[config.mk]
export PLATFORM = sky130hd
export DESIGN_NAME = circular_double_ended_queue_unit
export DESIGN_NICKNAME = d
export VERILOG_FILES = /design/src/cdeq_pkg.sv /design/src/cdeq_ram.sv /design/src/cdeq_ctrl.sv /design/src/circular_double_ended_queue_unit.sv
export SDC_FILE = /design/constraint.sdc
export NUM_CORES = 1
export LEC_CHECK = 0
export ABC_AREA = 1
export BUFFER_PORTS_ARGS = -buffer_cell sky130_fd_sc_hd__buf_2
export CORE_ASPECT_RATIO = 1.25
export CORE_MARGIN = 2
export CORE_UTILIZATION = 35
export DETAILED_ROUTE_END_ITERATION = 10
export SLEW_MARGIN = 20
export SYNTH_ARGS = -nofsm -noshare
export SYNTH_HDL_FRONTEND = slang
export SYNTH_SLANG_ARGS = --single-unit
[constraint.sdc]
create_clock -name clk -period 5.8 [get_ports clk]
set_input_delay 0.58 -clock clk [delete_from_list [all_inputs] [get_ports clk]]
set_output_delay 0.58 -clock clk [all_outputs]
set_load 0.005 [all_outputs]
[src/cdeq_pkg.sv]
// shared types, constants and codes for the circular double-ended queue
package cdeq_pkg;

    localparam int DEPTH  = 16;
    localparam int IDX_W  = $clog2(DEPTH);
    localparam int WORD_W = 32;

    typedef logic [IDX_W-1:0] cdeq_idx_t;

    typedef enum logic [1:0] {
        CMD_PUSH_FRONT = 2'd0,
        CMD_PUSH_REAR  = 2'd1,
        CMD_POP_FRONT  = 2'd2,
        CMD_POP_REAR   = 2'd3
    } cdeq_cmd_t;

    typedef enum logic [1:0] {
        ST_DONE      = 2'd0,
        ST_OVERFLOW  = 2'd1,
        ST_UNDERFLOW = 2'd2
    } cdeq_status_t;

    typedef struct packed {
        cdeq_cmd_t                  command;
        logic signed [WORD_W-1:0]   data_in;
    } cmd_beat_t;

    typedef struct packed {
        logic signed [WORD_W-1:0]   data_out;
        cdeq_status_t               status;
    } rsp_beat_t;

    typedef struct packed {
        logic              wr_en;
        logic              rd_en;
        cdeq_idx_t         addr;
        logic [WORD_W-1:0] wdata;
    } ram_req_t;

    typedef struct packed {
        logic      load;
        rsp_beat_t beat;
    } res_ctl_t;

endpackage

[src/cdeq_ram.sv]
// generic single-port-address ring store with registered read data
module cdeq_ram #(
    parameter int WIDTH = 32,
    parameter int DEPTH = 16
) (
    input  logic                     clk,
    input  logic                     wr_en,
    input  logic                     rd_en,
    input  logic [$clog2(DEPTH)-1:0] addr,
    input  logic [WIDTH-1:0]         wdata,
    output logic [WIDTH-1:0]         rdata
);

    logic [WIDTH-1:0] mem [DEPTH];

    // write port
    always_ff @(posedge clk)
    begin
        if (wr_en)
        begin
            mem[addr] <= wdata;
        end
    end

    // registered read, held while not enabled
    always_ff @(posedge clk)
    begin
        if (rd_en)
        begin
            rdata <= mem[addr];
        end
    end

endmodule

[src/cdeq_ctrl.sv]
// pointer keeping, command decode and read sequencing of the deque
module cdeq_ctrl (
    input  logic               clk,
    input  logic               rst_n,
    input  logic               cmd_valid,
    output logic               cmd_stall,
    input  cdeq_pkg::cmd_beat_t cmd_beat,
    input  logic               out_free,
    input  logic [cdeq_pkg::WORD_W-1:0] rd_data,
    output cdeq_pkg::ram_req_t ram_req,
    output cdeq_pkg::res_ctl_t res
);
    import cdeq_pkg::*;

    typedef enum logic {
        S_IDLE,
        S_READ
    } state_t;

    state_t    state_reg, state_next;
    cdeq_idx_t head_reg, head_next;
    cdeq_idx_t tail_reg, tail_next;
    logic      empty_reg, empty_next;

    logic      accept;
    logic      is_push;
    logic      is_front;
    logic      full;
    cdeq_idx_t tail_inc;
    cdeq_idx_t tail_dec;
    cdeq_idx_t head_inc;
    cdeq_idx_t head_dec;

    // wrapping neighbours of the pointers
    always_comb
    begin
        tail_inc = (tail_reg == IDX_W'(DEPTH - 1)) ? '0 : tail_reg + 1'b1;
        head_inc = (head_reg == IDX_W'(DEPTH - 1)) ? '0 : head_reg + 1'b1;
        tail_dec = (tail_reg == '0) ? IDX_W'(DEPTH - 1) : tail_reg - 1'b1;
        head_dec = (head_reg == '0) ? IDX_W'(DEPTH - 1) : head_reg - 1'b1;
    end

    // one item at a time, and only when the result register can take a beat
    assign cmd_stall = !((state_reg == S_IDLE) && out_free);
    assign accept    = cmd_valid && !cmd_stall;
    assign is_push   = (cmd_beat.command == CMD_PUSH_FRONT)
                    || (cmd_beat.command == CMD_PUSH_REAR);
    assign is_front  = (cmd_beat.command == CMD_PUSH_FRONT)
                    || (cmd_beat.command == CMD_POP_FRONT);
    assign full      = !empty_reg && (tail_inc == head_reg);

    // command decode and next pointer state
    always_comb
    begin
        state_next        = state_reg;
        head_next         = head_reg;
        tail_next         = tail_reg;
        empty_next        = empty_reg;
        ram_req.wr_en     = 1'b0;
        ram_req.rd_en     = 1'b0;
        ram_req.addr      = head_reg;
        ram_req.wdata     = cmd_beat.data_in;
        res.load          = 1'b0;
        res.beat.data_out = '0;
        res.beat.status   = ST_DONE;

        case (state_reg)
            S_IDLE:
            begin
                if (accept && is_push)
                begin
                    res.load = 1'b1;
                    if (empty_reg)
                    begin
                        head_next     = '0;
                        tail_next     = '0;
                        empty_next    = 1'b0;
                        ram_req.wr_en = 1'b1;
                        ram_req.addr  = '0;
                    end
                    else if (full)
                    begin
                        res.beat.status = ST_OVERFLOW;
                    end
                    else if (is_front)
                    begin
                        head_next     = head_dec;
                        ram_req.wr_en = 1'b1;
                        ram_req.addr  = head_dec;
                    end
                    else
                    begin
                        tail_next     = tail_inc;
                        ram_req.wr_en = 1'b1;
                        ram_req.addr  = tail_inc;
                    end
                end
                else if (accept)
                begin
                    if (empty_reg)
                    begin
                        res.load        = 1'b1;
                        res.beat.status = ST_UNDERFLOW;
                    end
                    else
                    begin
                        ram_req.rd_en = 1'b1;
                        ram_req.addr  = is_front ? head_reg : tail_reg;
                        state_next    = S_READ;
                        if (head_reg == tail_reg)
                        begin
                            head_next  = '0;
                            tail_next  = '0;
                            empty_next = 1'b1;
                        end
                        else if (is_front)
                        begin
                            head_next = head_inc;
                        end
                        else
                        begin
                            tail_next = tail_dec;
                        end
                    end
                end
            end
            S_READ:
            begin
                // read data holds until the result register frees up
                if (out_free)
                begin
                    res.load          = 1'b1;
                    res.beat.data_out = rd_data;
                    state_next        = S_IDLE;
                end
            end
            default:
            begin
                state_next = S_IDLE;
            end
        endcase
    end

    // state and pointers
    always_ff @(posedge clk or negedge rst_n)
    begin
        if (!rst_n)
        begin
            state_reg <= S_IDLE;
            head_reg  <= '0;
            tail_reg  <= '0;
            empty_reg <= 1'b1;
        end
        else
        begin
            state_reg <= state_next;
            head_reg  <= head_next;
            tail_reg  <= tail_next;
            empty_reg <= empty_next;
        end
    end

endmodule

[src/circular_double_ended_queue_unit.sv]
// Circular double-ended queue of DEPTH (16) signed 32-bit words held in a
// synchronous ring store. Each command beat pushes or pops at either end and
// returns exactly one response beat with a status: done, overflow on a push
// to a full queue, or underflow (with zero data) on a pop from an empty one.
// Pushes and refused commands are answered straight from the decode; a
// successful pop first reads the ring store, whose read data is registered.
// Only one command is in flight; the next is taken once its response has
// moved into the output register and that register is free to take a beat.
// The store needs no clearing after reset: pops only read written entries.
module circular_double_ended_queue_unit (
    input  logic                clk,
    input  logic                rst_n,
    input  logic                cmd_valid,
    output logic                cmd_stall,
    input  cdeq_pkg::cmd_beat_t cmd_beat,
    output logic                rsp_valid,
    input  logic                rsp_stall,
    output cdeq_pkg::rsp_beat_t rsp_beat
);
    import cdeq_pkg::*;

    ram_req_t          ram_req;
    res_ctl_t          res;
    logic [WORD_W-1:0] rd_data;
    logic              out_free;
    logic              rsp_valid_reg;
    rsp_beat_t         rsp_beat_reg;

    cdeq_ctrl u_ctrl (
        .clk       (clk),
        .rst_n     (rst_n),
        .cmd_valid (cmd_valid),
        .cmd_stall (cmd_stall),
        .cmd_beat  (cmd_beat),
        .out_free  (out_free),
        .rd_data   (rd_data),
        .ram_req   (ram_req),
        .res       (res)
    );

    cdeq_ram #(
        .WIDTH (WORD_W),
        .DEPTH (DEPTH)
    ) u_ram (
        .clk   (clk),
        .wr_en (ram_req.wr_en),
        .rd_en (ram_req.rd_en),
        .addr  (ram_req.addr),
        .wdata (ram_req.wdata),
        .rdata (rd_data)
    );

    // output register frees when empty or when its beat is taken
    assign out_free = !rsp_valid_reg || !rsp_stall;

    always_ff @(posedge clk or negedge rst_n)
    begin
        if (!rst_n)
        begin
            rsp_valid_reg <= 1'b0;
        end
        else if (res.load)
        begin
            rsp_valid_reg <= 1'b1;
        end
        else if (!rsp_stall)
        begin
            rsp_valid_reg <= 1'b0;
        end
    end

    // response payload
    always_ff @(posedge clk)
    begin
        if (res.load)
        begin
            rsp_beat_reg <= res.beat;
        end
    end

    assign rsp_valid = rsp_valid_reg;
    assign rsp_beat  = rsp_beat_reg;

endmodule

==> flow_metrics.py, run 1 <==
metrics = {
    "outcome": {
        "status": "complete, no violations",
    },
    "sta": {
        "setup_tns_ps": 0,
        "tightest_slew_ps": 1050,
        "skew_ps": 12.9,
        "slew_headroom": 0.302,
        "period_share": 0.757,
        "fmax_mhz": 228,
        "finalSetupViolations": 0,
        "rsz0062_at_grt": "no",
        "layout_min_cycle_time_ps": 4390,
        "setup_slack_ps": 1410,
        "drv_slew": 0,
        "hold_violations": 0,
    },
    "worst_setup_path": {
        "cp_slowest_cell": "buf_4",
        "worstPathRequired_ps": 6280,
        "critPathBufInv": 4,
        "slowest_delay_ps": 690,
        "path_delay_family": "simple AND/OR/NAND/NOR gates",
        "arrival_ps": 4880,
        "critPathCaptureType": "register",
        "critPathMostFrequentCell": "nand2_1",
        "worstSetupPathType": "register to register",
        "start_kind": "register",
        "critPathMaxFanout": 57,
        "crit_chain": "inv_2 -> ha_1 -> nand2_1 -> nand2_1 -> nor2_2 -> nand3_2 -> nor2_4 -> nand2_2 -> o21ai_1 -> nor2_1 -> nor2_4 -> buf_4 -> buf_4 -> nand2_1 -> nand2_1 -> nand2_1 -> nand2_1 -> inv_1 -> nand2_1",
    },
    "clock_network": {
        "cts.reportedPaths.clkPinSlew_ps": 60,
        "cts_tree": "done",
        "clk_latency_ps": 620,
        "clock-sinks": 589,
        "cts.path.max_buffers": 3,
        "cts_buffers": 55,
        "htreeDepth": 2,
        "postCtsSetupBuffers": 0,
        "clock-root-buffer": "clkbuf_16",
    },
    "cells_and_area": {
        "multiInputGateArea_um2": 6620,
        "nets": 2489,
        "fillers": 6850,
        "largest_reg_flops": 512,
        "syn2layout_area_growth_pct": 13.0,
        "layout.area.seq_um2": 17600,
        "drive_gt1_frac": 0.0967,
        "final_util": 0.398,
    },
    "pwr": {
        "p_leak_nw": 11.7,
        "combPwrFrac": 0.365,
        "switching_share": 0.382,
        "power.internal_mw": 8.89,
        "power.density_nw_per_um2": 503,
        "p_sw_mw": 5.49,
        "sequentialPowerShare": 0.367,
        "peakVddDrop_mv": 0.584,
        "p_clk_frac": 0.268,
    },
    "grt": {
        "grt_use_total": 0.167,
        "grt_max_degree": 217,
        "grt_pass1_wl_mm": 96.7,
        "antenna_found_initial": 0,
        "overflow": 0,
        "grt_pass1_vias": 16500,
    },
    "logic_synthesis": {
        "yosysWarnings": 0,
        "synthTopCellsByArea": "edfxtp_1, nand2_1, nand3_1",
        "synth_top_area_share": 0.686,
        "synth_edf_count": 578,
        "synth_seq_cells": 589,
        "synth_flop_cell": "edfxtp_1",
        "syn_nets": 2454,
        "syn_avg_cell_area_um2": 10.5,
        "ys_seq_area_frac": 0.697,
        "synthCells": 2412,
        "synth_top_area_cell": "edfxtp_1",
        "synthArstFlopShare": 0.0187,
        "synth_cell_type_count": 33,
        "synth_area_um2": 25300,
    },
    "die": {
        "rows": 110,
        "initial_core_util": 0.352,
        "die_h_um": 305,
        "pin_count": 74,
        "die-area_um2": 74400,
        "die_w_um": 244,
        "coreArea_um2": 71800,
    },
    "detailed_routing": {
        "wire_per_inst_um": 18.2,
        "vias_per_cell": 4.89,
        "antenna_left": 0,
        "dr_total_vias": 16800,
        "drc_errors": 0,
        "drt-total-wl_mm": 62.7,
        "drt_pass1_iterations": 5,
        "drt_iter0_drc": 1544,
    },
    "placement": {
        "gp_congestion": 0.805,
        "hpwl_mm": 33.7,
        "io_buffers": 73,
        "post-place-ws_ps": 1430,
    },
    "min_path": {
        "holdCritPathClass": "input port to register",
    },
    "run": {
        "maxCapViolCount": 0,
    },
}
cell usage after synthesis, types with 2 or more instances:
| master | number |
|---|---|
| dfrtp_1 | 10 |
| nand3_1 | 269 |
| nor3_1 | 2 |
| inv_2 | 13 |
| nor2_1 | 58 |
| a21oi_1 | 6 |
| nand3_2 | 3 |
| o21ai_1 | 4 |
| buf_2 | 96 |
| o22ai_1 | 2 |
| nor2_2 | 2 |
| inv_1 | 110 |
| xor2_1 | 6 |
| nand2_1 | 1170 |
| ha_1 | 4 |
| nand2_2 | 3 |
| o211ai_1 | 3 |
| edfxtp_1 | 578 |
| o21ai_0 | 23 |
| nor2_4 | 4 |
| clkbuf_1 | 9 |
| buf_6 | 8 |
| buf_4 | 19 |
metrics by stage:
| step | instances | hold WS, ps | instance area, um^2 | power, mW |
|---|---|---|---|---|
| final | 3447 | 274 | 28600 | 14.4 |
| after global routing | 3444 | 286 | 28600 | 15.4 |
| after CTS | 3443 | 236 | 28500 | 14.5 |
| after detailed placement | 3340 | 477 | 26600 | 10.6 |
| after global placement | 3339 | 473 | 26600 | 10.6 |
| after floorplan | 2412 | 284 | 25300 | 9.25 |
area by class of cell:
cell class                      instances  share of cell area
Antenna cell                            3            0.000263
Clock buffer                           61              0.0489
Inverter                              123              0.0162
Sequential cell                       589               0.617
Timing Repair Buffer                  110              0.0265
Multi-Input combinational cell       1568               0.232
Clock inverter                         41              0.0180
Tap cell                              952              0.0417
worst min-delay path, cell delays in order:
cell and delay [ps]:
buf_2 80, nand2_2 90, nand3_1 100
cell families (layout without fill, tap and decap cells):
logic type / after synthesis / in the layout / share of synthesized area
XOR/XNOR: 7 / 7 / 0.00242
buffers and inverters: 255 / 335 / 0.0478
AND/OR/NAND/NOR: 1516 / 1516 / 0.242
other: 0 / 3 / 0
AO/OA/AOI/OAI: 41 / 41 / 0.00881
flip-flops: 589 / 589 / 0.697
adder cells (fa/ha/maj): 4 / 4 / 0.00198
worst paths after layout:
check | startpoint | end | slack (ps) | cells past startpoint
worst min register to register | u_ram.rdata[0] | rsp_beat[2] | 550 | 2
worst min-delay path | rsp_stall | rsp_valid | 270 | 3
max in group asynchronous | rst_n | u_ctrl.empty_reg | 5150 | 2
worst max register to register | u_ctrl.tail_reg[0] | u_ram.rdata[16] | 1410 | 19
worst max-delay path | u_ctrl.tail_reg[0] | u_ram.rdata[16] | 1410 | 19
min in group asynchronous | rst_n | u_ctrl.state_reg | 380 | 2
power by group through the flow:
stage	Combinational, mW	Sequential [mW]	Clock (mW)
5_1_grt	5.97	5.31	4.07
4_1_cts	5.29	5.28	3.92
3_5_place_dp	5.26	5.37	0
3_3_place_gp	5.20	5.37	0
2_1_floorplan	3.93	5.32	0
6_report	5.25	5.28	3.85
what timing repair did:
| action | 4_1_cts | 5_1_grt |
|---|---|---|
| gates resized for setup | 0 | 0 |
| hold buffers | 1 | 0 |
| endpoints found under the hold margin | 10 | 0 |
routing by layer:
metal / up-vias / track usage / share of wire
met3: 115 / 0.0286 / 0.059
met2: 494 / 0.288 / 0.49
met1: 8173 / 0.213 / 0.42
met4: 0 / 0.0557 / 0.028
met5: - / 0 / 0
li1: 8061 / - / -
cells in the final DEF (no fill, tap or decap), types with 2 or more instances in the layout:
master      instances
nand2_1          1168
edfxtp_1          578
nand3_1           269
inv_1             110
buf_2              73
clkbuf_16          55
nor2_1             41
buf_4              27
o21ai_0            23
nor2_4             22
clkinv_1           13
inv_2              12
bufinv_16          12
dfrtp_1            10
clkinv_2            9
buf_12              7
xor2_1              6
a21oi_1             6
clkbuf_1            6
nand2_2             4
o21ai_1             4
ha_1                4
inv_6               4
diode_2             3
o211ai_1            3
o22ai_1             2
nand3_2             2
clkinvlp_4          2
Power figures use the tool's default switching activity.
==> inputs of run 2 (changes only) <==
ABC_AREA = 0   (was 1)
clock period = 3.7 ns   (was 5.8 ns; I/O delays follow)
==> run 2 against run 1 <==
Effect of this change:
- largest cell class unchanged
- critical path depth shrank 6
- sequential cell count is the same
- sequential share of layout area grew 1.0 points
- clock power grew 45%
- global-route usage grew 0.98 points
- fmax grew 22%
- worst setup slack lost 1300 ps
- hold slack lost 140 ps
- non-clock buffer count grew 49
- register-to-register slack lost 1300 ps
- via count shrank 14%
==> flow_metrics.py, run 2 <==
metrics = {
    "outcome": {
        "status": "complete, no violations",
    },
    "cells_and_area": {
        "largest_reg_flops": 512,
        "final_cell_mix": "edfxtp_1, nand3_1, o21ai_0",
        "diodes": 0,
        "nets": 1712,
        "final_cells": 2585,
        "syn2layout_area_growth_pct": 16.8,
        "layout_commonest_cell": "edfxtp_1",
        "drive_gt1_frac": 0.226,
        "fillers": 6088,
    },
    "detailed_routing": {
        "antenna_left": 0,
        "dr_total_vias": 14500,
        "drt_iter0_drc": 1278,
        "vias_per_cell": 5.62,
        "wire_per_inst_um": 25.1,
        "drt-total-wl_mm": 64.8,
        "drc_errors": 0,
        "drt_pass1_iterations": 7,
    },
    "worst_setup_path": {
        "r2r_slack_ps": 90,
        "arrival_ps": 3900,
        "rr_endpoint": "u_ram.rdata[7]",
        "worstSetupPathType": "register to register",
        "worstPathRequired_ps": 4000,
        "critPathCaptureType": "register",
        "r2r_start": "u_ctrl.tail_reg[0]",
        "critPathMaxFanout": 16,
        "start_kind": "register",
        "reg2reg_depth": 13,
    },
    "min_path": {
        "hold_end": "u_ram.mem[4][19]",
        "hold_path_depth": 1,
        "worstHoldStart": "cmd_beat[19]",
        "holdCritPathClass": "input port to register",
    },
    "logic_synthesis": {
        "yosys.area_share.simple": 0.0862,
        "ys_seq_area_frac": 0.733,
        "synth_seq_cells": 589,
        "syn_avg_cell_area_um2": 15.2,
        "synthArstFlopShare": 0.0187,
        "synthMuxAreaShare": 0.0611,
        "synth_edf_count": 578,
        "yosysWarnings": 0,
        "synth_xor_area_frac": 0.00390,
        "synth_compound_area_frac": 0.0839,
        "synth_top_area_cell": "edfxtp_1",
        "syn_nets": 1629,
        "synth_area_um2": 24100,
        "synthAdderAreaFrac": 0.00208,
        "synth_top_family_by_area": "simple AND/OR/NAND/NOR gates",
        "synth_flop_cell": "edfxtp_1",
        "synthTopCellsByArea": "edfxtp_1, nand3_1, mux2_2",
        "ys_top_cells_by_count": "edfxtp_1, nand3_1, o21ai_0",
        "synth_top_area_share": 0.721,
        "synthCells": 1587,
        "synth_cell_type_count": 52,
        "synth.most_common_cell": "edfxtp_1",
    },
    "placement": {
        "gp_congestion": 0.765,
        "hpwl_mm": 34.2,
        "place_inst": 2476,
        "io_buffers": 73,
    },
    "sta": {
        "tightest_slew_ps": 837,
        "drv_slew": 0,
        "hold_violations": 0,
        "whs_ps": 132,
        "setup_tns_ps": 0,
        "fmax_mhz": 277,
        "finalSetupViolations": 0,
        "layout_min_cycle_time_ps": 3610,
        "skew_ps": 22.9,
        "slew_headroom": 0.441,
        "period_share": 0.975,
    },
    "die": {
        "rows": 107,
        "coreArea_um2": 68100,
        "initial_core_util": 0.353,
        "die_w_um": 239,
        "die-area_um2": 70900,
        "die_h_um": 297,
        "pin_count": 74,
    },
    "clock_network": {
        "cts.reportedPaths.clkPinSlew_ps": 60,
        "cts_tree": "done",
        "cts_buffers": 54,
        "htreeDepth": 2,
        "cts.path.max_buffers": 3,
        "clock-sinks": 589,
        "clock-root-buffer": "clkbuf_16",
        "clk_latency_ps": 620,
    },
    "pwr": {
        "peakVddDrop_mv": 0.637,
        "power.density_nw_per_um2": 751,
        "total_power_mw": 21.1,
        "p_leak_nw": 9.30,
    },
    "grt": {
        "overflow": 0,
        "antenna_found_initial": 6,
        "grt_use_total": 0.177,
        "grt_pass1_vias": 14500,
        "grt_pass1_wl_mm": 94.1,
        "grt_max_degree": 129,
    },
    "run": {
        "maxCapViolCount": 0,
    },
}
## run 2: cell count changes after synthesis, moves of 101 or more
cell | before | now
inv_1 | 110 | 9
mux2_2 | 0 | 106
nand2_1 | 1170 | 24
o211ai_1 | 3 | 130
o21ai_0 | 23 | 142
## run 2: through the flow
stage	utilization	worst slack, ps	instance area [um^2]
2_1_floorplan	-	-26.1	24300
3_3_place_gp	0.385	101	26200
3_5_place_dp	0.385	67.0	26200
4_1_cts	0.410	53.2	28000
5_1_grt	0.413	-15.0	28100
6_report	0.413	92.0	28100
## run 2: what timing repair did
item / 4_1_cts / 5_1_grt
endpoints found under the hold margin: 12 / 0
setup endpoints to repair: 0 / 53
buffers inserted: 0 / 4
hold buffers: 2 / 0
gates resized for setup: 0 / 7
## run 2: logic make-up (layout without fill, tap and decap cells)
group | after synthesis | count (layout)
xor gates and xnor gates | 9 | 9
AOI/OAI and AO/OA | 312 | 312
adders and majority gates | 4 | 4
muxes | 131 | 131
DFF | 589 | 589
buffers and inverters | 141 | 267
and+or+nand+nor | 401 | 401
## run 2: power by group
part           leakage (nW)  internal, mW  switching, mW
Sequential             5.37          7.98          0.154
Combinational          3.08          2.75           4.64
Clock                 0.854          3.14           2.46
Total                  9.30          13.9           7.25
## run 2: layer usage
layer / up-vias / GRT usage / wire [um]
met5: - / 0 / 50
met4: 8 / 0.0682 / 2050
met3: 114 / 0.0309 / 4260
met2: 532 / 0.303 / 32700
met1: 7406 / 0.223 / 25700
li1: 6465 / - / -
## run 2: final cells by class
cell class                 instances  area [um^2]  area share
timing repair buffer             159         1620      0.0576
inverter                           9         33.8     0.00120
tap                              872         1090      0.0388
multi-input combinational        857         5990       0.213
clock inverter                    35          340      0.0121
sequential                       589        17600       0.627
clock buffer                      64         1410      0.0501
## run 2: critical path, stage by stage, from the launching register on
cell	delay, ps
dfrtp_2	450
inv_1	180
ha_4	240
xor2_1	160
or3_4	370
nand2b_4	160
buf_4	170
o21a_4	240
nor2_4	200
buf_4	150
clkbuf_16	180
mux2_2	350
o211ai_1	220
nand4_1	210
## run 2: worst max-delay path by stage
stage | startpoint | end | depth (start not counted)
after CTS | u_ctrl.tail_reg[0] | u_ram.mem[6][28] | 10
after global routing | u_ctrl.tail_reg[1] | u_ram.mem[10][9] | 11
after global placement | u_ctrl.tail_reg[0] | u_ram.rdata[11] | 12
after floorplan | u_ctrl.tail_reg[0] | u_ram.mem[11][0] | 12
final | u_ctrl.tail_reg[0] | u_ram.rdata[7] | 13
after detailed placement | u_ctrl.tail_reg[0] | u_ram.mem[6][24] | 10
